`src/sv/lds_pkg.sv`:
```
// ----------------------------------------------------------------------------
// lds_pkg
// Shared types, codes and the sort key for the layered depth sort queue.
// ----------------------------------------------------------------------------
package lds_pkg;

	localparam int unsigned SpriteW = 16;
	localparam int unsigned LayerW  = 3;
	localparam int unsigned PosW    = 16;
	localparam int unsigned KeyW    = LayerW + PosW;
	localparam int unsigned StatusW = 2;

	typedef enum logic [StatusW-1:0] {
		ST_INSERTED = 2'd0,
		ST_DROPPED  = 2'd1,
		ST_POPPED   = 2'd2,
		ST_EMPTY    = 2'd3
	} status_t;

	typedef enum logic {
		CMD_INSERT = 1'b0,
		CMD_POP    = 1'b1
	} cmd_t;

	typedef enum logic {
		REG_OFFSET_X = 1'b0,
		REG_OFFSET_Y = 1'b1
	} reg_idx_t;

	typedef struct packed {
		logic [PosW-1:0]    pos_y;
		logic [PosW-1:0]    pos_x;
		logic [LayerW-1:0]  layer;
		logic [SpriteW-1:0] sprite_id;
	} entry_t;

	// broadcast from the head of the row to every cell
	typedef struct packed {
		logic   ins;
		logic   pop;
		entry_t item;
	} cell_ctl_t;

	// layer above y, sign bit of y flipped so the unsigned compare orders it
	function automatic logic [KeyW-1:0] sort_key(input entry_t e);
		sort_key = {e.layer, ~e.pos_y[PosW-1], e.pos_y[PosW-2:0]};
	endfunction

endpackage

```
`src/sv/lds_cell.sv`:
```
// ----------------------------------------------------------------------------
// lds_cell
// One slot of the sorted row: compares its entry against the broadcast
// item and shifts, loads or holds.
// ----------------------------------------------------------------------------
module lds_cell (
	input  logic              clk,
	input  lds_pkg::cell_ctl_t ctl,
	input  logic              occ,
	input  logic              tail,
	input  logic              left_gt,
	input  lds_pkg::entry_t   left_entry,
	input  lds_pkg::entry_t   right_entry,
	output logic              gt,
	output lds_pkg::entry_t   entry
);
	import lds_pkg::*;

	entry_t entry_q;

	// stored key strictly greater: new item goes in front of this one
	assign gt    = occ && (sort_key(entry_q) > sort_key(ctl.item));
	assign entry = entry_q;

	always_ff @(posedge clk) begin
		if (ctl.ins) begin
			if (left_gt) begin
				entry_q <= left_entry;
			end else if (gt || tail) begin
				entry_q <= ctl.item;
			end
		end else if (ctl.pop) begin
			entry_q <= right_entry;
		end
	end

endmodule

```
`config.mk`:
```
export PLATFORM = sky130hd
export DESIGN_NAME = lds_cell
export DESIGN_NICKNAME = d
export VERILOG_FILES = /design/src/sv/lds_pkg.sv /design/src/sv/lds_cell.sv
export SDC_FILE = /design/constraint.sdc
export NUM_CORES = 1
export LEC_CHECK = 0
export BUFFER_PORTS_ARGS = -buffer_cell sky130_fd_sc_hd__buf_2
export CAP_MARGIN = 30
export CORE_UTILIZATION = 47
export CTS_BUF_LIST = sky130_fd_sc_hd__clkbuf_4
export CTS_CLUSTER_DIAMETER = 60
export DETAILED_ROUTE_END_ITERATION = 7
export PLACE_DENSITY = 0.95
export SYNTH_ARGS = -nofsm -noshare
export SYNTH_HDL_FRONTEND = slang
export SYNTH_SLANG_ARGS = --single-unit
```
`constraint.sdc`:
```
create_clock -name clk -period 14.25 [get_ports clk]
set_input_delay 2.85 -clock clk [delete_from_list [all_inputs] [get_ports clk]]
set_output_delay 2.85 -clock clk [all_outputs]
set_load 0.02 [all_outputs]
```
==> results_dict.tcl <==
set metrics [dict create \
    clkLatencyLatePin_ns 0.37 \
    largest_reg_flops 51 \
    start_util_pct 48.71 \
    r2r-start "entry[18]$_DFFE_PP_" \
    wl_um 8309 \
    grt_pass1_wl_um 13480 \
    cts_hold_buf 0 \
    power_density_nw_per_um2 86.09 \
    antenna_found_initial 1 \
    cts_setup_buffers 0 \
    clock_tree.buffer_depth 2 \
    crit_slowest_cell "nor4bb_1" \
    synthDistinctLibCells 27 \
    dr.pass1.iters 4 \
    yosysSeqAreaShare_pct 49.51 \
    die_area_sq_um 6909 \
    switchingPower_w 0.0001159 \
    overflow 0 \
    crit_family "simple AND/OR/NAND/NOR gates" \
    die_h_um 83.12 \
    maxCapViolCount 0 \
    cp_num_buf_inv 3 \
    worst-setup-path-type "input port to output pin" \
    nets 674 \
    cts_tree "yes" \
    slew_violations 0 \
    p_comb_share_pct 30.6 \
    min_path_type "register to register" \
    clkSinkCount 51 \
    slew_headroom_pct 35.82 \
    grtUsageTotal_pct 24.38 \
    ir_worst_vdd_v 0.00004490 \
    setup_viol 0 \
    netlist_instances 295 \
    synth_edf_count 51 \
    critPathArrivalTime_ns 4.74 \
    whs_ns 0.9616 \
    drtAntennaViolNets 0 \
    p_int_w 0.0002493 \
    ys_ff_latch 51 \
    areaGrowthSynthToFinish_pct 37.14 \
    dpl.hpwl_um 6391 \
    htree_num_levels 2 \
    vias_per_cell 5.052 \
    power.share.sequential_pct 52.1 \
    drive_gt1_share_pct 44.76 \
    grt_max_degree 106 \
    fp-row-count 29 \
    io_pins 211 \
    grt_pass1_vias 2954 \
    hp-start "entry[18]$_DFFE_PP_" \
    numCtsBuffers 5 \
    post_cts_resized 0 \
    clk_pin_slew_worst_paths_ns 0.15 \
    min_period_over_period_pct 53.24 \
    ys_warn_count 0 \
    p_clk_share_pct 17.3 \
    fin_crit_ns 7.586 \
    clock-root-buffer "clkbuf_4" \
    cp_common_cell "buf_2" \
    fin_skew_ns 0.01104 \
    fmax_mhz 131.8 \
    core-area_sq_um 6350 \
    io_buffers 210 \
    required_ns 11.40 \
    status "finished clean" \
    finalHoldViolCount 0 \
    path_cells "buf_2, inv_1, ha_1, nor2b_1, o21a_1, o21ai_1, nor4bb_1, a21boi_1, buf_2" \
    crit_path_start_kind "input port" \
    async_flop_share_pct 0 \
    fp.dieW_um 83.12 \
    worst_pin_slew_ns 0.9626 \
    syn_nets 473 \
    tns_ns 0 \
    vias 2900 \
    p_leak_nw 2.162 \
    rsz0062_at_grt "false" \
    synth.avg_cell_area_sq_um 10.48 \
    cp-end-kind "output pin" \
    switching_share_pct 31.73 \
    wl_per_cell_um 14.48 \
    synth_area_sq_um 3093 \
    globalplace.congestion 0.7767 \
    drc 0 \
    cpPeakStageDelay_ns 0.63 \
    worstPathMaxFanout 2 \
    synth_flop_cell "edfxtp_1" \
    drt_iter0_drc 73 \
    startpoint "ctl[36]" \
]
[final cells by class]
class | count | area (sq um)
antenna | 1 | 2.502
clock buffer | 5 | 37.54
clock inverter | 2 | 8.758
fill | 535 | 2108
inverter | 21 | 78.83
multi-input combinational | 205 | 1418
sequential | 51 | 1531
tap | 77 | 96.34
timing repair buffer | 212 | 1069
[final timing paths]
path	to	slack, ns	depth (start not counted)
hold reg to reg	entry[16]$_DFFE_PP_	0.96	3
setup reg to reg	entry[8]$_DFFE_PP_	11.42	7
setup / recovery	gt	6.66	9
hold / removal	entry[16]$_DFFE_PP_	0.96	3
[metrics by stage]
stage	worst slack [ns]	instances	utilization [%]	instance area, sq um	power, W
floorplan	7.215	295	-	3093	0.0002584
global placement	6.782	566	66.03	4193	0.0003003
detailed placement	6.719	566	66.03	4193	0.0003062
CTS	6.714	573	66.76	4239	0.0003688
global route	6.586	574	66.80	4242	0.0003852
finish	6.664	574	66.80	4242	0.0003652
[cells in the final DEF, fill, tap and decap left out, drive strengths merged, types with 2 or more instances in the layout]
cell type	instances
mux2i	51
inv	21
clkbuf	5
buf	212
nand4	4
o21ai	4
ha	19
clkinv	2
edfxtp	51
nand2	3
nor2b	2
nor2	52
a21oi	58
[routing by layer]
metal  track usage [%]  vias up  share of wire, %  wire, um
li1                  -     1473                 -         -
met1             26.55     1288                39      3212
met2             45.01      127                53      4382
met3             7.256       12               7.2       595
met4             7.837        0               1.4       119
met5                 0        -                 0         0
[cell usage after synthesis (2+ instances only)]
cell type	count	area, sq um
nor2b_1	2	12.51
a21oi_1	58	290.3
o21ai_1	3	15.01
nand4_2	2	25.02
clkbuf_1	8	30.03
nand2_1	3	11.26
buf_1	3	11.26
nor2_1	52	195.2
edfxtp_1	51	1531
mux2i_1	51	510.5
buf_2	7	35.03
inv_1	21	78.83
ha_1	19	237.7
nand4_1	2	12.51
[tightest hold or removal path, stage by stage (launching register included)]
cell and delay (ns):
edfxtp_1 0.38, ha_1 0.18, nor4bb_1 0.10, a21oi_4 0.17
[cells by family (layout without fill, tap and decap cells)]
kind of cell,Yosys count,after routing,synth area share (%)
DFF,51,51,49.51
AOI/OAI and AO/OA,69,69,11.73
muxes,51,51,16.50
and+or+nand+nor,66,66,9.546
buffers and inverters,39,240,5.016
adders and majority gates,19,19,7.686
other,0,1,0
[power by group through the flow]
stage | clock network, W | logic, W | registers (W)
6_report | 0.0000631 | 0.000112 | 0.000190
5_1_grt | 0.0000708 | 0.000122 | 0.000192
3_3_place_gp | 0 | 0.000108 | 0.000193
4_1_cts | 0.0000657 | 0.000113 | 0.000190
3_5_place_dp | 0 | 0.000112 | 0.000194
2_1_floorplan | 0 | 0.0000438 | 0.000215
Power figures use the tool's default switching activity.
